### config.mk
export PLATFORM = sky130hd
export DESIGN_NAME = hcbp_back
export DESIGN_NICKNAME = d
export VERILOG_FILES = /design/src/design/hcbp_pkg.sv /design/src/design/hcbp_back.sv
export SDC_FILE = /design/constraint.sdc
export NUM_CORES = 1
export LEC_CHECK = 0
export BUFFER_PORTS_ARGS = -buffer_cell sky130_fd_sc_hd__buf_2
export CAP_MARGIN = 20
export CORE_MARGIN = 5
export CORE_UTILIZATION = 57
export CTS_BUF_LIST = sky130_fd_sc_hd__clkbuf_16
export DETAILED_ROUTE_END_ITERATION = 7
export PLACE_DENSITY_LB_ADDON = 0.08
export REMOVE_ABC_BUFFERS = 1
export SLEW_MARGIN = 0
export SYNTH_ARGS = -nofsm -noshare
export SYNTH_HDL_FRONTEND = slang
export SYNTH_SLANG_ARGS = --single-unit
### constraint.sdc
create_clock -name aclk -period 6.6 [get_ports aclk]
set_clock_uncertainty 0.15 [all_clocks]
set_input_delay 0.33 -clock aclk [delete_from_list [all_inputs] [get_ports aclk]]
set_output_delay 0.33 -clock aclk [all_outputs]
set_load 0.01 [all_outputs]
### src/design/hcbp_pkg.sv
package hcbp_pkg;

    localparam int MAX_CODE_LEN_DEF = 16;
    localparam int SYMBOL_COUNT_DEF = 256;
    localparam int MODE_W           = 2;
    localparam int SYM_W            = 8;
    localparam int CODE_W           = 16;
    localparam int LEN_W            = 5;
    localparam int BYTE_W           = 8;
    localparam int ACC_W            = 24;
    localparam int QUEUE_DEPTH      = 4;

    typedef enum logic [MODE_W-1:0] {
        MODE_LOAD   = 2'd0,
        MODE_ENCODE = 2'd1,
        MODE_FLUSH  = 2'd2,
        MODE_NONE   = 2'd3
    } mode_t;

    typedef enum logic [1:0] {
        CMD_ENCODE = 2'd0,
        CMD_FLUSH  = 2'd1,
        CMD_ERROR  = 2'd2
    } cmd_kind_t;

    typedef struct packed {
        cmd_kind_t          kind;
        logic [CODE_W-1:0]  code;
        logic [LEN_W-1:0]   len;
    } cmd_t;

endpackage

### src/design/hcbp_back.sv
module hcbp_back (
    input  logic                        aclk,
    input  logic                        aresetn,
    input  logic                        q_empty,
    input  hcbp_pkg::cmd_t              q_dout,
    output logic                        q_pop,
    output logic                        m_tvalid,
    input  logic                        m_tready,
    output logic [hcbp_pkg::BYTE_W-1:0] m_tdata,
    output logic                        m_tlast,
    output logic                        m_tuser,
    output logic                        pend_valid
);

    localparam int ACC_W = hcbp_pkg::ACC_W;
    localparam int LEN_W = hcbp_pkg::LEN_W;
    localparam int BW    = hcbp_pkg::BYTE_W;

    logic [BW-1:0]     partial_reg,  partial_next;
    logic [2:0]        count_reg,    count_next;
    logic              out_valid_reg, out_valid_next;
    logic [BW-1:0]     out_byte_reg, out_byte_next;
    logic              out_last_reg, out_last_next;
    logic              out_err_reg,  out_err_next;
    logic              pend_valid_reg, pend_valid_next;
    logic [BW-1:0]     pend_byte_reg, pend_byte_next;

    logic              out_free;
    logic [ACC_W-1:0]  code_ext;
    logic [ACC_W-1:0]  code_mask;
    logic [LEN_W-1:0]  shamt;
    logic [ACC_W-1:0]  acc;
    logic [LEN_W-1:0]  total;
    logic [1:0]        nbytes;

    assign out_free = !out_valid_reg || m_tready;
    assign q_pop    = !q_empty && !pend_valid_reg && out_free;

    // new bits land just below the bits already held in the partial byte
    assign code_mask = ~({ACC_W{1'b1}} << q_dout.len);
    assign code_ext  = {{(ACC_W - hcbp_pkg::CODE_W){1'b0}}, q_dout.code} & code_mask;
    assign shamt     = LEN_W'(ACC_W) - {2'b00, count_reg} - q_dout.len;
    assign acc       = {partial_reg, {(ACC_W - BW){1'b0}}} | (code_ext << shamt);
    assign total     = {2'b00, count_reg} + q_dout.len;
    assign nbytes    = total[4:3];

    always_comb begin
        partial_next    = partial_reg;
        count_next      = count_reg;
        out_valid_next  = out_valid_reg;
        out_byte_next   = out_byte_reg;
        out_last_next   = out_last_reg;
        out_err_next    = out_err_reg;
        pend_valid_next = pend_valid_reg;
        pend_byte_next  = pend_byte_reg;

        if (out_free) begin
            out_valid_next = 1'b0;
        end
        if (pend_valid_reg && out_free) begin
            out_valid_next  = 1'b1;
            out_byte_next   = pend_byte_reg;
            out_last_next   = 1'b1;
            out_err_next    = 1'b0;
            pend_valid_next = 1'b0;
        end

        if (q_pop) begin
            unique case (q_dout.kind)
                hcbp_pkg::CMD_ENCODE: begin
                    count_next = total[2:0];
                    case (nbytes)
                        2'd0: begin
                            partial_next = acc[23:16];
                        end
                        2'd1: begin
                            out_valid_next = 1'b1;
                            out_byte_next  = acc[23:16];
                            out_last_next  = 1'b1;
                            out_err_next   = 1'b0;
                            partial_next   = acc[15:8];
                        end
                        default: begin
                            out_valid_next  = 1'b1;
                            out_byte_next   = acc[23:16];
                            out_last_next   = 1'b0;
                            out_err_next    = 1'b0;
                            pend_valid_next = 1'b1;
                            pend_byte_next  = acc[15:8];
                            partial_next    = acc[7:0];
                        end
                    endcase
                end
                hcbp_pkg::CMD_FLUSH: begin
                    if (count_reg != 3'd0) begin
                        out_valid_next = 1'b1;
                        out_byte_next  = partial_reg;
                        out_last_next  = 1'b1;
                        out_err_next   = 1'b0;
                    end
                    partial_next = '0;
                    count_next   = '0;
                end
                hcbp_pkg::CMD_ERROR: begin
                    out_valid_next = 1'b1;
                    out_byte_next  = '0;
                    out_last_next  = 1'b1;
                    out_err_next   = 1'b1;
                end
                default: begin
                end
            endcase
        end
    end

    always_ff @(posedge aclk) begin
        if (!aresetn) begin
            partial_reg    <= '0;
            count_reg      <= '0;
            out_valid_reg  <= 1'b0;
            pend_valid_reg <= 1'b0;
        end else begin
            partial_reg    <= partial_next;
            count_reg      <= count_next;
            out_valid_reg  <= out_valid_next;
            pend_valid_reg <= pend_valid_next;
        end
        out_byte_reg  <= out_byte_next;
        out_last_reg  <= out_last_next;
        out_err_reg   <= out_err_next;
        pend_byte_reg <= pend_byte_next;
    end

    assign m_tvalid   = out_valid_reg;
    assign m_tdata    = out_byte_reg;
    assign m_tlast    = out_last_reg;
    assign m_tuser    = out_err_reg;
    assign pend_valid = pend_valid_reg;

endmodule

==> results.cfg <==
[layout]
n_antenna_cell = 0
layout_common_cells = buf_2, nor2_1, nand2_1
area_delta_synth_final_pct = 11.9
mostFrequentLayoutCell = buf_2
layout-drive-gt1-share = 0.160
nNetsFinal = 443
finalNonFillerCells = 476

[worst_setup_path]
rr_startpoint = count_reg[1]
crit_path_start = count_reg[1]
startpoint_type = register
r2r_slack_ns = 2.63
reg2reg_to = partial_reg[1]
crit_path_end_kind = register
cp.required_ns = 6.59
crit_arrival_ns = 3.97
cp_max_fo = 12
worstSetupPathType = register to register
rr_worst_depth = 11
crit_end = partial_reg[1]

[clock_network]
tritoncts = built
cts_buffer_depth = 2
htreeDepth = 2
clkSinkCount = 31
clock_latency_ns = 0.28
numCtsBuffers = 5
clkTransAtPathRegs_ns = 0.06
cts_setup_buffers = 0
hold_buffers = 0
cts_root_buf = clkbuf_16
ctsResizeCount = 0

[pwr]
ir_drop_mv = 0.151
p_clk_frac = 0.323
power_frac_comb = 0.400
pwr_density_cell_nw_per_um2 = 236
p_sw_uw = 294
swShare = 0.366
leakage_uw = 0.00133
p_total_uw = 802
internal_power_uw = 509
power_frac_seq = 0.276

[place]
placed_cells = 467
gp_congestion = 0.950
io_buffer_count = 39
hpwlAfterDp_um = 6540

[grt]
grtUsageTotal = 0.260
antenna_found_initial = 0
grt_max_degree = 34
grt_pass1_vias = 3045
overflow = 0
grt_pass1_wl_um = 15100

[floorplan]
rows = 26
io_pins = 40
start_util = 0.591
die_x_um = 83.0
dieArea_um2 = 6890
die_h_um = 83.0
coreArea_um2 = 5140

[sta]
setup_viol = 0
fin_crit_ns = 3.97
slew_viol_final = 0
max_freq_ghz = 0.252
maxSlewHeadroom = 0.321
hold_violations = 0
rsz0062_at_grt = false
finalSetupTns_ns = 0
min_period_over_period = 0.602
worst_slew_pin_slew_ns = 1.02

[logic_synthesis]
synth_fa_ha_area_frac = 0.0535
synth.distinct_cells = 71
synth_edf_count = 8
ys_ff_latch = 31
synth_ff_type = dfxtp_1
synthArstFlopShare = 0
synth_warnings = 0
syn_area_um2 = 3040
muxShareOfSynthArea = 0.0848
synth_compound_area_frac = 0.353
synth_area_per_cell_um2 = 7.95
synthXorXnorAreaFrac = 0.0231
synthSimpleGateAreaFrac = 0.195
ys_seq_area_frac = 0.231
syn_inst = 382
synth_top_family_by_area = compound AO/OA/AOI/OAI gates

[drt]
vias_per_cell = 6.82
wl_per_cell_um = 18.8
antenna_left = 0
drt-total-wl_um = 8970
firstDrtPassIters = 5
drt_iter0_drc = 413
vias = 3247
drc = 0

[worst_hold_path]
min_path_cells = 2
min_path_type = input pin to register

[outcome]
status = completed

[run]
cap_violations = 0
==> how the worst min path moves through the flow <==
stage / slack, ns / to / from
finish: 0.20 / m_tvalid / aresetn
detailed placement: 0.30 / m_tlast / m_tlast
global placement: 0.30 / m_tlast / m_tlast
CTS: 0.20 / m_tvalid / aresetn
global route: 0.23 / m_tvalid / aresetn
floorplan: 0.30 / partial_reg[4] / partial_reg[4]
==> power by group through the flow <==
stage               registers (uW)  clock network [uW]  logic (uW)
CTS                            222                 261         312
global route                   223                 270         351
finish                         222                 260         321
detailed placement             226                   0         310
floorplan                      231                   0         212
global placement               225                   0         307
==> final cells by class <==
class                   count  area [um^2]
multi-input cells         308         2160
fillers                   491         1740
flip-flops and latches     31          701
repair buffers             43          225
clock buffers               5          125
well taps                  70         87.6
inverters                  16         60.1
clock inverters             3         38.8
==> logic make-up after synthesis <==
family                   count (synthesis)
flip-flops                              31
AO/OA/AOI/OAI                          141
buffers and inverters                   43
XOR/XNOR                                 8
adder cells (fa/ha/maj)                 12
AND/OR/NAND/NOR                        122
multiplexers                            25
==> Yosys cell counts, types with 4 or more instances <==
library cell,instances,area (um^2)
a211oi_1,9,67.6
a21oi_1,13,65.1
a221o_1,4,40.0
a31oi_1,6,37.5
and2_1,4,25.0
buf_2,9,45.0
clkbuf_1,15,56.3
dfxtp_1,23,460
edfxtp_1,8,240
ha_1,9,113
inv_1,13,48.8
mux2_2,6,67.6
mux2i_1,19,190
nand2_1,24,90.1
nand2b_1,6,37.5
nand3_1,9,45.0
nor2_1,34,128
nor2b_1,8,50.1
nor3_1,19,95.1
nor4_1,4,25.0
o211ai_1,11,82.6
o21a_1,5,37.5
o21ai_0,18,90.1
o22ai_1,5,31.3
o311a_1,4,40.0
o311ai_0,5,43.8
o31ai_1,15,113
or3_1,7,43.8
xnor2_1,7,61.3
==> through the flow <==
step / area [um^2] / setup slack, ns / hold WS [ns] / util
after global placement: 3230 / 2.61 / 0.298 / 0.628
after detailed placement: 3230 / 2.54 / 0.303 / 0.628
after global routing: 3400 / 2.29 / 0.227 / 0.661
after floorplan: 2920 / 2.80 / 0.297 / -
final: 3400 / 2.63 / 0.202 / 0.661
after CTS: 3390 / 2.74 / 0.202 / 0.660
==> worst max-delay path, stage by stage, from the launching register on <==
cell and delay (ns):
dfxtp_1 0.35, ha_1 0.31, inv_1 0.05, ha_1 0.21, fa_1 0.43, xor2_1 0.59
nor2_1 0.12, mux2i_1 0.69, o22ai_1 0.14, o21a_1 0.22, a2111oi_0 0.50, a211oi_1 0.09
==> layer usage <==
layer | GRT usage | vias up | routed length [um]
met1 | 0.350 | 1536 | 3800
met3 | 0.0446 | 25 | 657
li1 | - | 1537 | -
met2 | 0.418 | 149 | 4320
met5 | 0 | - | 0
met4 | 0.0906 | 0 | 193
No activity file was read; power rests on OpenSTA's default activity.
