[src/design/hcbp_pkg.sv]
package hcbp_pkg;

    localparam int MAX_CODE_LEN_DEF = 16;
    localparam int SYMBOL_COUNT_DEF = 256;
    localparam int MODE_W           = 2;
    localparam int SYM_W            = 8;
    localparam int CODE_W           = 16;
    localparam int LEN_W            = 5;
    localparam int BYTE_W           = 8;
    localparam int ACC_W            = 24;
    localparam int QUEUE_DEPTH      = 4;

    typedef enum logic [MODE_W-1:0] {
        MODE_LOAD   = 2'd0,
        MODE_ENCODE = 2'd1,
        MODE_FLUSH  = 2'd2,
        MODE_NONE   = 2'd3
    } mode_t;

    typedef enum logic [1:0] {
        CMD_ENCODE = 2'd0,
        CMD_FLUSH  = 2'd1,
        CMD_ERROR  = 2'd2
    } cmd_kind_t;

    typedef struct packed {
        cmd_kind_t          kind;
        logic [CODE_W-1:0]  code;
        logic [LEN_W-1:0]   len;
    } cmd_t;

endpackage

[src/design/hcbp_queue.sv]
module hcbp_queue #(
    parameter int DEPTH = hcbp_pkg::QUEUE_DEPTH
) (
    input  logic                       aclk,
    input  logic                       aresetn,
    input  logic                       push,
    input  hcbp_pkg::cmd_t             din,
    output logic                       full,
    input  logic                       pop,
    output hcbp_pkg::cmd_t             dout,
    output logic                       empty,
    output logic [$clog2(DEPTH+1)-1:0] count
);

    localparam int PTR_W = $clog2(DEPTH);
    localparam int CNT_W = $clog2(DEPTH + 1);

    hcbp_pkg::cmd_t    mem_reg [DEPTH];
    logic [PTR_W-1:0]  wr_ptr_reg;
    logic [PTR_W-1:0]  rd_ptr_reg;
    logic [CNT_W-1:0]  count_reg;

    assign full  = (count_reg == CNT_W'(DEPTH));
    assign empty = (count_reg == '0);
    assign dout  = mem_reg[rd_ptr_reg];
    assign count = count_reg;

    always_ff @(posedge aclk) begin
        if (push) begin
            mem_reg[wr_ptr_reg] <= din;
        end
    end

    always_ff @(posedge aclk) begin
        if (!aresetn) begin
            wr_ptr_reg <= '0;
            rd_ptr_reg <= '0;
            count_reg  <= '0;
        end else begin
            if (push) begin
                wr_ptr_reg <= (wr_ptr_reg == PTR_W'(DEPTH - 1)) ? '0 : wr_ptr_reg + 1'b1;
            end
            if (pop) begin
                rd_ptr_reg <= (rd_ptr_reg == PTR_W'(DEPTH - 1)) ? '0 : rd_ptr_reg + 1'b1;
            end
            if (push && !pop) begin
                count_reg <= count_reg + 1'b1;
            end else if (pop && !push) begin
                count_reg <= count_reg - 1'b1;
            end
        end
    end

endmodule

[config.mk]
export PLATFORM = sky130hd
export DESIGN_NAME = hcbp_queue
export DESIGN_NICKNAME = d
export VERILOG_FILES = /design/src/design/hcbp_pkg.sv /design/src/design/hcbp_queue.sv
export SDC_FILE = /design/constraint.sdc
export NUM_CORES = 1
export LEC_CHECK = 0
export ABC_AREA = 0
export BUFFER_PORTS_ARGS = -buffer_cell sky130_fd_sc_hd__buf_2
export CAP_MARGIN = 20
export CORE_ASPECT_RATIO = 0.9
export CORE_MARGIN = 3
export CORE_UTILIZATION = 35
export CTS_CLUSTER_DIAMETER = 30
export CTS_CLUSTER_SIZE = 16
export DETAILED_ROUTE_END_ITERATION = 16
export GPL_TIMING_DRIVEN = 0
export HOLD_SLACK_MARGIN = 0.03
export PLACE_DENSITY_LB_ADDON = 0.12
export SYNTH_ARGS = -nofsm -noshare
export SYNTH_HDL_FRONTEND = slang
export SYNTH_SLANG_ARGS = --single-unit
[constraint.sdc]
create_clock -name aclk -period 2.9 [get_ports aclk]
set_input_delay 0.145 -clock aclk [delete_from_list [all_inputs] [get_ports aclk]]
set_output_delay 0.145 -clock aclk [all_outputs]
set_load 0.01 [all_outputs]
==> out/summary.txt, run 1 <==
GRT
------------------------------------------------------------------------------------------
Number of global-route vias before repair ...................................         1831
Maximum number of pins on one net before global-route repair ................           16
Global route overflow .......................................................            0
Global-route wire length before repair ......................................     10120 um
Number of antenna violations at the first check in global routing ...........            0
GR Util All Layers ..........................................................       0.1132

FLOORPLANNING
------------------------------------------------------------------------------------------
Total I/O pin count .........................................................           55
Core area ................................................................... 0.01042 mm^2
Chip height .................................................................     105.0 um
Row count ...................................................................           35
Effective utilization at floorplan ..........................................       0.3657
Width of the die ............................................................     116.0 um
Die footprint ............................................................... 0.01218 mm^2

CTS
------------------------------------------------------------------------------------------
Clock edge transition at the registers on the reported setup and hold paths .      0.07 ns
Number of sinks driven by the clock tree ....................................          101
Clock tree from TritonCTS ...................................................        built
CTS max path bufs ...........................................................            2
Buffer count from post-CTS setup fixing .....................................            0
Latest clock arrival within the worst-skew pair .............................      0.33 ns
H-tree level count ..........................................................            3
Clock root buffer ........................................................... sky130_fd_sc_hd__clkbuf_16
Number of buffers created by CTS ............................................            9

STA
------------------------------------------------------------------------------------------
Max-Slew Margin vs Limit ....................................................       0.4940
Setup repair after global routing missed its margin .........................           no
Final max-slew violation count ..............................................            0
Worst clock skew ............................................................  0.008827 ns
Setup TNS after final layout ................................................         0 ns
Final count of negative-setup-slack endpoints ...............................            0
Clock period minus worst slack ..............................................     1.792 ns
Achievable Freq .............................................................    558.1 MHz
Least-Margin Pin Slew .......................................................    0.7590 ns
Tcrit/Tclk final ............................................................       0.6179
Number of failing hold endpoints at the final stage .........................            0

FINAL LAYOUT
------------------------------------------------------------------------------------------
Final layout net count ......................................................          284
Max FFs per register ........................................................           92
Layout overhead on the synthesized area .....................................       25.80%
Share of final-layout standard cells stronger than drive strength 1 .........       0.3725
N_diodes ....................................................................            0
Count of non-filler cells in the finished layout ............................          384

SYNTHESIS
------------------------------------------------------------------------------------------
Post-synthesis cell count ...................................................          164
Area share of the largest cell type after synthesis .........................       0.7249
Number of nets produced by synthesis ........................................          198
Top cells by area in the synthesized netlist ................................ sky130_fd_sc_hd__edfxtp_1 (72%), sky130_fd_sc_hd__mux4_2 (12%), sky130_fd_sc_hd__dfxtp_1 (4.7%)
Post-Synthesis Cell Area .................................................... 0.003811 mm^2
Cell type with the highest aggregate area in the netlist .................... sky130_fd_sc_hd__edfxtp_1
#FFs+latches synth ..........................................................          101
Average cell area after synthesis ...........................................   23.24 um^2
Distinct cells, synth .......................................................           22
Yosys Warn Count ............................................................            0
Portion of the post-synthesis area used by sequential elements ..............       0.7722

ROUTING
------------------------------------------------------------------------------------------
Average routed wire per standard cell .......................................     16.66 um
Number of nets still failing antenna checks after routing ...................            0
DRC violations left .........................................................            0
Total routed wirelength .....................................................      6399 um
DRT iter0 DRCs ..............................................................          114
Total via count after detailed routing ......................................         1789
Post-detailed-route via-to-cell ratio .......................................        4.659
First-pass iteration count of the detailed router ...........................            4

POWER
------------------------------------------------------------------------------------------
Internal Pwr Total ..........................................................     2.508 mW
Share of total power in combinational logic .................................        0.107
Static Leakage ..............................................................     1.693 nW
Largest voltage drop on the vdd net .........................................     319.7 uV
Net switching power .........................................................    0.6698 mW
Sw Share ....................................................................       0.2107
Clock power frac ............................................................        0.361
Power density normalized to cell area ....................................... 662.9 mW/mm^2
Power share of the sequential group .........................................        0.532

SETUP PATH
------------------------------------------------------------------------------------------
Worst setup path category ................................................... flip-flop to primary output
Worst path bufs/invs ........................................................            3
Cell Chain, Critical Path ................................................... buf_6 > buf_12 > mux4_2 > buf_2
Endpoint arrival time on the critical path ..................................      1.65 ns
Slowest CP cell ............................................................. sky130_fd_sc_hd__mux4_2
Slack of the worst reg-to-reg path ..........................................      1.19 ns
Kind of launch point of the worst setup path ................................    flip-flop
Slowest stage delay, CP .....................................................      0.52 ns
Capturing element type of the critical path ................................. primary output
Required time at the worst-slack endpoint ...................................      2.76 ns
Highest net fanout along the worst path .....................................           10
Top delay family on crit path ............................................... multiplexers

PLACED DESIGN
------------------------------------------------------------------------------------------
Count of buffers inserted at the top-level ports ............................           54
Cell count after placement ..................................................          351
Placed wire-length estimate after detailed placement ........................      4207 um
Gp weighted congestion ......................................................       0.6516

WORST HOLD PATH
------------------------------------------------------------------------------------------
Path category of the worst min-delay check .................................. input pin to flip-flop

STATUS
------------------------------------------------------------------------------------------
Status ...................................................................... finished, final reports clean

RUN
------------------------------------------------------------------------------------------
Max-cap check violation count ...............................................            0

[routing by layer]
metal,global-route usage,vias to the layer above,wire (um)
li1,-,838,-
met1,0.1593,901,2878
met2,0.1660,41,3037
met3,0.04111,9,395
met4,0.03231,0,87
met5,0,-,0
[cells in the final DEF, fill, tap and decap left out, types with 2 or more instances in the layout]
| cell type | count |
|---|---|
| sky130_fd_sc_hd__mux2i_1 | 4 |
| sky130_fd_sc_hd__clkbuf_16 | 9 |
| sky130_fd_sc_hd__mux4_2 | 20 |
| sky130_fd_sc_hd__inv_1 | 4 |
| sky130_fd_sc_hd__dlygate4sd3_1 | 17 |
| sky130_fd_sc_hd__ha_1 | 6 |
| sky130_fd_sc_hd__nor3_1 | 2 |
| sky130_fd_sc_hd__edfxtp_1 | 92 |
| sky130_fd_sc_hd__nor2b_1 | 5 |
| sky130_fd_sc_hd__mux4_1 | 3 |
| sky130_fd_sc_hd__buf_2 | 56 |
| sky130_fd_sc_hd__dfxtp_1 | 9 |
| sky130_fd_sc_hd__buf_12 | 2 |
| sky130_fd_sc_hd__buf_16 | 3 |
| sky130_fd_sc_hd__clkbuf_1 | 3 |
| sky130_fd_sc_hd__and2_1 | 5 |
[stage by stage]
| step | util | hold slack [ns] | cell area, um^2 | setup slack [ns] | power [mW] |
|---|---|---|---|---|---|
| CTS | 0.4600 | 0.03130 | 4795 | 1.079 | 3.221 |
| detailed placement | 0.4164 | 0.3625 | 4340 | 1.158 | 2.056 |
| floorplan | - | 0.2439 | 3811 | 1.378 | 1.906 |
| global route | 0.4600 | 0.03247 | 4795 | 1.027 | 3.305 |
| finish | 0.4600 | 0.03918 | 4795 | 1.108 | 3.178 |
| global placement | 0.4071 | 0.3648 | 4243 | 0.8786 | 2.037 |
[timing repair]
item / 4_1_cts / 5_1_grt
endpoints found under the hold margin: 62 / 0
endpoints found under the setup margin: 0 / 0
resized for setup: 0 / 0
hold buffers: 17 / 0
[worst paths after layout]
kind / startpoint / to / cells past startpoint
worst max register to register: wr_ptr_reg[0] / mem_reg[3][11] / 3
worst max-delay path: flip-flop / dout[21] / 4
worst min-delay path: din[16] / mem_reg[0][16] / 1
worst min register to register: count[2] / count[2] / 2
[cell families (layout without fill, tap and decap cells)]
group                    after synthesis  in the layout  share of synthesized area
buffers and inverters                  9            100                    0.02003
flip-flops                           101            101                     0.7722
AND/OR/NAND/NOR                       15             15                    0.02364
adder cells (fa/ha/maj)                7              7                    0.02495
AO/OA/AOI/OAI                          3              3                   0.005253
XOR/XNOR                               2              2                   0.004597
multiplexers                          27             27                     0.1494
[worst register-to-register path, stage by stage, from the launching register on]
cell and delay, ns:
sky130_fd_sc_hd__dfxtp_1 0.40, sky130_fd_sc_hd__ha_1 0.19, sky130_fd_sc_hd__and2_1 0.60, sky130_fd_sc_hd__buf_16 0.22
[power groups by stage]
stage	Combinational, mW	Clock (mW)	Sequential, mW
2_1_floorplan	0.187	0	1.72
3_3_place_gp	0.314	0	1.72
3_5_place_dp	0.335	0	1.72
4_1_cts	0.353	1.18	1.69
5_1_grt	0.376	1.23	1.70
6_report	0.342	1.15	1.69
[final cells by class]
cell class                      instances  area [um^2]
Multi-Input combinational cell         54        792.0
Clock buffer                           12        236.5
Tap cell                              129        161.4
Sequential cell                       101         2943
Fill cell                             905         5628
Buffer                                  5        61.31
Inverter                                4        15.01
Timing Repair Buffer                   75        538.0
Clock inverter                          4        47.55
[cells in the mapped netlist]
library cell               number
sky130_fd_sc_hd__a21boi_0       1
sky130_fd_sc_hd__and2_1         5
sky130_fd_sc_hd__buf_12         2
sky130_fd_sc_hd__buf_2          2
sky130_fd_sc_hd__buf_6          1
sky130_fd_sc_hd__dfxtp_1        9
sky130_fd_sc_hd__edfxtp_1      92
sky130_fd_sc_hd__fa_1           1
sky130_fd_sc_hd__ha_1           6
sky130_fd_sc_hd__inv_1          4
sky130_fd_sc_hd__mux2i_1        4
sky130_fd_sc_hd__mux4_1         3
sky130_fd_sc_hd__mux4_2        20
sky130_fd_sc_hd__nor2_1         1
sky130_fd_sc_hd__nor2b_1        5
sky130_fd_sc_hd__nor3_1         2
sky130_fd_sc_hd__nor3b_1        1
sky130_fd_sc_hd__o21a_1         1
sky130_fd_sc_hd__o21ai_0        1
sky130_fd_sc_hd__or3_1          1
sky130_fd_sc_hd__xnor2_1        1
sky130_fd_sc_hd__xor2_1         1
(Power assumes the default switching activity.)
==> run 2: changes to the inputs <==
- ABC_AREA: 0 -> 1
- clock period: 2.9 -> 1.6 ns (I/O delays scaled with it)
==> run 2 against run 1 <==
Effect of this change:
- die area grew 2.0%
- first-iteration DRC count grew 38%
- critical endpoint is now dout[17]
- area after synthesis grew 2.1%
- wire length grew 32%
- register-to-register slack lost 1.1 ns
- global-route usage grew 3.0 points
- largest power group unchanged
- sequential cell count is the same
- sequential share of layout area shrank 3.5 points
- sequential power grew 80%
==> out/summary.txt, run 2 <==
SETUP PATH
------------------------------------------------------------------------------------------
Required time at the worst-slack endpoint ...................................      1.52 ns   was 2.76 ns
Capturing element type of the critical path ................................. primary output   unchanged
Cell Chain, Critical Path ................................................... buf_6 > inv_8 > buf_6 > o21ai_1 > o22ai_1 > buf_2   was buf_6 > buf_12 > mux4_2 > buf_2
Kind of launch point of the worst setup path ................................    flip-flop   unchanged
Worst setup path category ................................................... flip-flop to primary output   unchanged
Endpoint arrival time on the critical path ..................................      1.47 ns   was 1.65 ns
Slowest stage delay, CP .....................................................      0.33 ns   was 0.52 ns
Highest net fanout along the worst path .....................................           10   unchanged
Most Frequent Cell on Critical Path ......................................... sky130_fd_sc_hd__buf_6
Worst path bufs/invs ........................................................            4   was 3
Top delay family on crit path ............................................... buffers and inverters   was multiplexers
Slowest CP cell ............................................................. sky130_fd_sc_hd__dfxtp_2   was sky130_fd_sc_hd__mux4_2

ROUTING
------------------------------------------------------------------------------------------
Number of nets still failing antenna checks after routing ...................            0   unchanged
Total via count after detailed routing ......................................         2465   was 1789
First-pass iteration count of the detailed router ...........................            4   unchanged
DRT iter0 DRCs ..............................................................          157   was 114
Average routed wire per standard cell .......................................     15.76 um   was 16.66 um
Total routed wirelength .....................................................      8445 um   was 6399 um
Post-detailed-route via-to-cell ratio .......................................        4.599   was 4.659
DRC violations left .........................................................            0   unchanged

FLOORPLANNING
------------------------------------------------------------------------------------------
Chip height .................................................................     106.0 um   was 105.0 um
Effective utilization at floorplan ..........................................       0.3686   was 0.3657
Die footprint ............................................................... 0.01242 mm^2   was 0.01218 mm^2
Core area ................................................................... 0.01055 mm^2   was 0.01042 mm^2
Row count ...................................................................           35   unchanged
Total I/O pin count .........................................................           55   unchanged
Width of the die ............................................................     117.1 um   was 116.0 um

SYNTHESIS
------------------------------------------------------------------------------------------
Number of nets produced by synthesis ........................................          315   was 198
Average cell area after synthesis ...........................................   13.84 um^2   was 23.24 um^2
Cell type with the highest aggregate area in the netlist .................... sky130_fd_sc_hd__edfxtp_1   unchanged
Post-synthesis cell count ...................................................          281   was 164
Cell types with the highest counts after synthesis .......................... sky130_fd_sc_hd__edfxtp_1 (92), sky130_fd_sc_hd__nor2_1 (54), sky130_fd_sc_hd__o21ai_0 (30)   was sky130_fd_sc_hd__edfxtp_1 (92), sky130_fd_sc_hd__mux4_2 (20), sky130_fd_sc_hd__dfxtp_1 (9)
#FFs+latches synth ..........................................................          101   unchanged
Distinct cells, synth .......................................................           21   was 22
Number of flops mapped to enable cells by yosys .............................           92   unchanged
Flip-flop cell with the highest count after synthesis ....................... sky130_fd_sc_hd__edfxtp_1   unchanged
Portion of the post-synthesis area used by sequential elements ..............       0.7565   was 0.7722
Most used standard cell by instance count after synthesis ................... sky130_fd_sc_hd__edfxtp_1   unchanged
Area share of the largest cell type after synthesis .........................       0.7102   was 0.7249
Post-Synthesis Cell Area .................................................... 0.003890 mm^2   was 0.003811 mm^2
Yosys Warn Count ............................................................            0   unchanged
Top cells by area in the synthesized netlist ................................ sky130_fd_sc_hd__edfxtp_1 (71%), sky130_fd_sc_hd__nor2_1 (5.2%), sky130_fd_sc_hd__dfxtp_1 (4.6%)   was sky130_fd_sc_hd__edfxtp_1 (72%), sky130_fd_sc_hd__mux4_2 (12%), sky130_fd_sc_hd__dfxtp_1 (4.7%)
Share of synthesized registers carrying an async set or reset ...............            0   unchanged

FINAL LAYOUT
------------------------------------------------------------------------------------------
Share of final-layout standard cells stronger than drive strength 1 .........       0.2758   was 0.3725
N_diodes ....................................................................            0   unchanged
Final layout net count ......................................................          417   was 284
Area of all placed cells without fillers .................................... 0.005086 mm^2   was 0.004795 mm^2
Layout overhead on the synthesized area .....................................       30.75%   was 25.80%
Max FFs per register ........................................................           92   unchanged
Most common cell after layout, fill and taps aside .......................... sky130_fd_sc_hd__edfxtp_1   unchanged
Commonest non-fill, non-tap cells in the layout ............................. sky130_fd_sc_hd__edfxtp_1 (92), sky130_fd_sc_hd__buf_2 (55), sky130_fd_sc_hd__nor2_1 (54)   was sky130_fd_sc_hd__edfxtp_1 (92), sky130_fd_sc_hd__buf_2 (56), sky130_fd_sc_hd__mux4_2 (20)

CTS
------------------------------------------------------------------------------------------
Clock edge transition at the registers on the reported setup and hold paths .      0.07 ns   about the same
Latest clock arrival within the worst-skew pair .............................      0.34 ns   was 0.33 ns
Number of sinks driven by the clock tree ....................................          101   unchanged
Clock root buffer ........................................................... sky130_fd_sc_hd__clkbuf_16   unchanged
H-tree level count ..........................................................            3   unchanged
Clock tree from TritonCTS ...................................................        built   unchanged
Number of buffers created by CTS ............................................            9   unchanged
CTS max path bufs ...........................................................            2   unchanged

STA
------------------------------------------------------------------------------------------
Clock period minus worst slack ..............................................     1.550 ns
Final count of negative-setup-slack endpoints ...............................            0   unchanged
Worst-case hold slack .......................................................   0.06274 ns   was 0.03918 ns
Tcrit/Tclk final ............................................................       0.9687
Setup slack after layout ....................................................   0.05007 ns   was 1.108 ns
Least-Margin Pin Slew .......................................................    0.2917 ns   was 0.7590 ns
Number of failing hold endpoints at the final stage .........................            0   unchanged
Worst clock skew ............................................................  0.008350 ns   was 0.008827 ns
Setup repair after global routing missed its margin .........................          yes   was no
Achievable Freq .............................................................    645.2 MHz
Setup TNS after final layout ................................................         0 ns   unchanged
Max-Slew Margin vs Limit ....................................................       0.8051   was 0.4940
Final max-slew violation count ..............................................            0   unchanged

GRT
------------------------------------------------------------------------------------------
GR Util All Layers ..........................................................       0.1432   was 0.1132
Maximum number of pins on one net before global-route repair ................           18   was 16
Number of global-route vias before repair ...................................         2402   was 1831
Global route overflow .......................................................            0   unchanged
Global-route wire length before repair ......................................     13150 um   was 10120 um
Number of antenna violations at the first check in global routing ...........            0   unchanged

PLACED DESIGN
------------------------------------------------------------------------------------------
Count of buffers inserted at the top-level ports ............................           54   unchanged
Gp weighted congestion ......................................................       0.6795   was 0.6516
Area of placed instances .................................................... 0.004375 mm^2   was 0.004340 mm^2
Placed wire-length estimate after detailed placement ........................      5126 um   was 4207 um
Setup Slack @ Placement .....................................................   -0.2257 ns   was 1.158 ns

WORST HOLD PATH
------------------------------------------------------------------------------------------
Path category of the worst min-delay check .................................. input pin to flip-flop   unchanged

STATUS
------------------------------------------------------------------------------------------
Status ...................................................................... finished, final reports clean   unchanged

POWER
------------------------------------------------------------------------------------------
Largest voltage drop on the vdd net .........................................     634.9 uV   was 319.7 uV
Static Leakage ..............................................................     1.876 nW   was 1.693 nW
Power density normalized to cell area ....................................... 1141 mW/mm^2   was 662.9 mW/mm^2

RUN
------------------------------------------------------------------------------------------
Max-cap check violation count ...............................................            0   unchanged

==> run 2: cell types whose count changed after synthesis, sizes merged, moves of 5 or more <==
cell   delta
buf       +7
nand2     +8
and2      -5
o22ai    +23
nor2     +53
inv      +12
nor2b     -5
mux4     -23
o21ai    +48
==> run 2: final cells by class <==
| type | count | area (um^2) |
|---|---|---|
| buffer | 13 | 135.1 |
| clock buffer | 9 | 225.2 |
| clock inverter | 7 | 48.80 |
| fill | 964 | 5468 |
| inverter | 16 | 82.58 |
| multi-input combinational | 151 | 793.3 |
| sequential | 101 | 2945 |
| tap | 148 | 185.2 |
| timing repair buffer | 89 | 655.6 |
| timing repair inverter | 2 | 15.01 |
==> run 2: cell families after synthesis <==
group,synth area share
compound gates,0.1039
flops,0.7565
buf+inv,0.04503
xor+xnor,0.002252
simple gates,0.06787
fa+ha+maj,0.02444
==> run 2: path summary, 6_finish.rpt <==
path         cells after the start  slack (ns)            end           from
max                              6        0.05       dout[17]      flip-flop
min                              3        0.06  rd_ptr_reg[1]            pop
max reg2reg                      4        0.10  mem_reg[1][0]  wr_ptr_reg[1]
min reg2reg                      2        0.54  wr_ptr_reg[1]  wr_ptr_reg[1]
==> run 2: per-layer routing <==
layer	GRT usage	part of all wire	wire length (um)
met4	0.03194	0.011	89
met1	0.2021	0.47	3973
met5	0	0	0
met2	0.2214	0.47	3977
met3	0.03927	0.048	404
==> run 2: what timing repair did <==
| item | in CTS | in global routing |
|---|---|---|
| endpoints found under the hold margin | 96 | 0 |
| hold buffers | 24 | 0 |
| setup buffers | 5 | 3 |
| pin swaps | 1 | 4 |
| endpoints found under the setup margin | 89 | 52 |
| gates cloned | 2 | 1 |
| resized for setup | 10 | 13 |
==> run 2: metrics by stage <==
stage                     cells  total power [mW]    util
final                       536             5.804  0.4819
after global routing        536             6.065  0.4819
after CTS                   532             5.850  0.4729
after detailed placement    485             3.778  0.4146
after global placement      483             3.763  0.4117
after floorplan             281             3.479       -
==> run 2: worst register-to-register path, cell delays in order, from the launching register on <==
cell                         delay [ns]
sky130_fd_sc_hd__dfxtp_1           0.37
sky130_fd_sc_hd__inv_1             0.09
sky130_fd_sc_hd__ha_1              0.18
sky130_fd_sc_hd__nand2_1           0.20
sky130_fd_sc_hd__clkinvlp_4        0.34
==> run 2: power by group <==
part	internal, mW	leakage (nW)	switching [mW]
sequential	3.01	0.920	0.0468
clock	1.06	0.138	0.929
combinational	0.329	0.817	0.430
total	4.40	1.88	1.41
==> run 3: changes to the inputs <==
- CORE_MARGIN: 3 -> default
- CORE_UTILIZATION: 35 -> 51
- SLEW_MARGIN: default -> 20
==> run 3 against run 2 <==
Effect of this change:
- clock skew shrank 0.0053 ns
- fmax shrank 1.1%
- via count grew 2.1%
- sequential share of layout area grew 0.48 points
- power shrank 10%
- critical path depth is the same
- die area shrank 36%
- clock-buffer cell count grew 1
- non-clock buffer count grew 2
- sequential cell count is the same
- worst setup slack lost 0.017 ns
- hold slack lost 0.0084 ns
- largest cell class unchanged
- largest power group unchanged
==> out/summary.txt, run 3 (synthesis gave the netlist of run 2 again) <==
STA
------------------------------------------------------------------------------------------
Clock period minus worst slack ..............................................     1.567 ns   was 1.550 ns
Final max-slew violation count ..............................................            0   unchanged
Achievable Freq .............................................................    638.3 MHz   was 645.2 MHz
Worst clock skew ............................................................  0.003001 ns   was 0.008350 ns
Max-Slew Margin vs Limit ....................................................       0.7989   was 0.8051
Tcrit/Tclk final ............................................................       0.9791   was 0.9687
Final count of negative-setup-slack endpoints ...............................            0   unchanged
Number of failing hold endpoints at the final stage .........................            0   unchanged
Least-Margin Pin Slew .......................................................    0.3009 ns   was 0.2917 ns
Setup repair after global routing missed its margin .........................          yes   unchanged

FLOORPLANNING
------------------------------------------------------------------------------------------
Die footprint ............................................................... 0.007981 mm^2   was 0.01242 mm^2
Chip height .................................................................     84.86 um   was 106.0 um
Core area ................................................................... 0.007221 mm^2   was 0.01055 mm^2
Total I/O pin count .........................................................           55   unchanged
Width of the die ............................................................     94.06 um   was 117.1 um
Row count ...................................................................           29   was 35
Effective utilization at floorplan ..........................................       0.5387   was 0.3686

FINAL LAYOUT
------------------------------------------------------------------------------------------
Count of non-filler cells in the finished layout ............................          485   was 536
Max FFs per register ........................................................           92   unchanged
Layout overhead on the synthesized area .....................................       29.72%   was 30.75%
Total of fill cells in the finished design ..................................          526   was 964
Final layout net count ......................................................          422   was 417
Final core occ ..............................................................       0.6988   was 0.4819
Sequential Area ............................................................. 0.002947 mm^2   was 0.002945 mm^2
Share of final-layout standard cells stronger than drive strength 1 .........       0.3010   was 0.2758
Commonest non-fill, non-tap cells in the layout ............................. sky130_fd_sc_hd__edfxtp_1 (92), sky130_fd_sc_hd__buf_2 (54), sky130_fd_sc_hd__nor2_1 (52)   was sky130_fd_sc_hd__edfxtp_1 (92), sky130_fd_sc_hd__buf_2 (55), sky130_fd_sc_hd__nor2_1 (54)
Most common cell after layout, fill and taps aside .......................... sky130_fd_sc_hd__edfxtp_1   unchanged
Area of the multi-input gates ...............................................   814.5 um^2   was 793.3 um^2
N_diodes ....................................................................            0   unchanged

CTS
------------------------------------------------------------------------------------------
Number of buffers created by CTS ............................................            9   unchanged
CTS max path bufs ...........................................................            2   unchanged
H-tree level count ..........................................................            3   unchanged
Clock root buffer ........................................................... sky130_fd_sc_hd__clkbuf_8   was sky130_fd_sc_hd__clkbuf_16
Number of sinks driven by the clock tree ....................................          101   unchanged
Clock tree from TritonCTS ...................................................        built   unchanged
Latest clock arrival within the worst-skew pair .............................      0.35 ns   was 0.34 ns
Clock edge transition at the registers on the reported setup and hold paths .      0.08 ns   was 0.07 ns

GRT
------------------------------------------------------------------------------------------
Global-route wire length before repair ......................................     12090 um   was 13150 um
Global route overflow .......................................................            0   unchanged
Met3 layer usage reported by global route ...................................      0.05735   was 0.03927
Global routing met1 resource utilization ....................................       0.2653   was 0.2021
Number of antenna violations at the first check in global routing ...........            0   unchanged
GR met2 Demand/Resource .....................................................       0.3636   was 0.2214
Number of global-route vias before repair ...................................         2380   was 2402
Maximum number of pins on one net before global-route repair ................           16   was 18
Most crowded layer after global routing .....................................         met2   unchanged
GR Util All Layers ..........................................................       0.2141   was 0.1432

ROUTING
------------------------------------------------------------------------------------------
Average routed wire per standard cell .......................................     16.36 um   was 15.76 um
Total via count after detailed routing ......................................         2516   was 2465
First-pass iteration count of the detailed router ...........................            4   unchanged
Total routed wirelength .....................................................      7934 um   was 8445 um
Number of nets still failing antenna checks after routing ...................            0   unchanged
Post-detailed-route via-to-cell ratio .......................................        5.188   was 4.599
DRC violations left .........................................................            0   unchanged
DRT iter0 DRCs ..............................................................          110   was 157

RUN
------------------------------------------------------------------------------------------
Max-cap check violation count ...............................................            0   unchanged

SETUP PATH
------------------------------------------------------------------------------------------
Kind of launch point of the worst setup path ................................    flip-flop   unchanged
Highest net fanout along the worst path .....................................           10   unchanged
Endpoint arrival time on the critical path ..................................      1.49 ns   was 1.47 ns
Capturing element type of the critical path ................................. primary output   unchanged
Worst setup path category ................................................... flip-flop to primary output   unchanged
Required time at the worst-slack endpoint ...................................      1.52 ns   about the same
Slack of the worst reg-to-reg path ..........................................      0.12 ns   was 0.10 ns

PLACED DESIGN
------------------------------------------------------------------------------------------
Placed wire-length estimate after detailed placement ........................      4278 um   was 5126 um
Gp weighted congestion ......................................................       0.7622   was 0.6795
Count of buffers inserted at the top-level ports ............................           54   unchanged
Cell count after placement ..................................................          428   was 485

POWER
------------------------------------------------------------------------------------------
Internal Pwr Total ..........................................................     3.922 mW   was 4.397 mW
Static Leakage ..............................................................     1.860 nW   was 1.876 nW
Largest voltage drop on the vdd net .........................................     697.0 uV   was 634.9 uV
Power share of the sequential group .........................................        0.586   was 0.526
Net switching power .........................................................     1.288 mW   was 1.406 mW
Power density normalized to cell area ....................................... 1032 mW/mm^2   was 1141 mW/mm^2
Clock power frac ............................................................        0.257   was 0.343
Sw Share ....................................................................       0.2472   was 0.2423
Share of total power in combinational logic .................................        0.157   was 0.131
Final total power ...........................................................     5.210 mW   was 5.804 mW

STATUS
------------------------------------------------------------------------------------------
Status ...................................................................... finished, final reports clean   unchanged

WORST HOLD PATH
------------------------------------------------------------------------------------------
Path category of the worst min-delay check .................................. input pin to flip-flop   unchanged

run 3: changes by cell type in the layout (fill, tap and decap cells not counted), sizes merged:
| cell | change |
|---|---|
| clkbuf | +4 |
| inv | -3 |
| buf | -1 |
| clkinvlp | +4 |
run 3: what timing repair did:
item | in CTS | in global routing
endpoints found under the hold margin | 99 | 0
buffers inserted | 4 | 7
pin swaps | 1 | 6
hold buffers | 24 | 0
cloned | 4 | 3
endpoints found under the setup margin | 103 | 68
resized for setup | 14 | 29
run 3: final timing paths:
path / from / end / depth (start not counted)
worst max-delay path: flip-flop / dout[10] / 6
worst min-delay path: pop / flip-flop / 3
worst min register to register: wr_ptr_reg[1] / wr_ptr_reg[1] / 2
worst max register to register: wr_ptr_reg[1] / mem_reg[1][14] / 4
run 3: power groups by stage:
stage	clock network [mW]	logic, mW	registers [mW]
floorplan	0	0.370	3.11
global placement	0	0.623	3.11
detailed placement	0	0.634	3.11
CTS	1.37	0.721	3.05
global route	1.45	0.897	3.07
finish	1.34	0.817	3.05
run 3: critical path: stages (launching register included):
cell	delay [ns]
sky130_fd_sc_hd__dfxtp_2	0.34
sky130_fd_sc_hd__buf_12	0.15
sky130_fd_sc_hd__clkinv_8	0.07
sky130_fd_sc_hd__buf_6	0.15
sky130_fd_sc_hd__nor2_1	0.05
sky130_fd_sc_hd__o22ai_1	0.20
sky130_fd_sc_hd__buf_2	0.17
run 3: final cells by class:
type                            instances  area share
Buffer                                 13     0.03000
Timing Repair Buffer                   91      0.1455
Multi-Input combinational cell        151      0.1614
Tap cell                               93     0.02306
Timing Repair inverter                  5    0.007687
Inverter                               16     0.01736
Clock buffer                           10     0.02529
Clock inverter                          5    0.005703
Sequential cell                       101      0.5839
run 3: per-stage QoR:
stage	setup TNS [ns]	instance area (um^2)	setup WS, ns	hold slack [ns]
final	0	5046	0.03345	0.05434
after global routing	-0.08782	5046	-0.01399	0.06341
after CTS	0	4777	0.002608	0.03485
after detailed placement	-18.65	4277	-0.2450	0.2981
after global placement	-17.85	4277	-0.2257	0.2945
after floorplan	0	3890	0.1710	0.1789
run 3: layer usage:
metal | wire [um] | vias to the layer above
li1 | - | 1245
met4 | 68 | 0
met1 | 3472 | 1201
met3 | 397 | 6
met2 | 3994 | 64
met5 | 0 | -
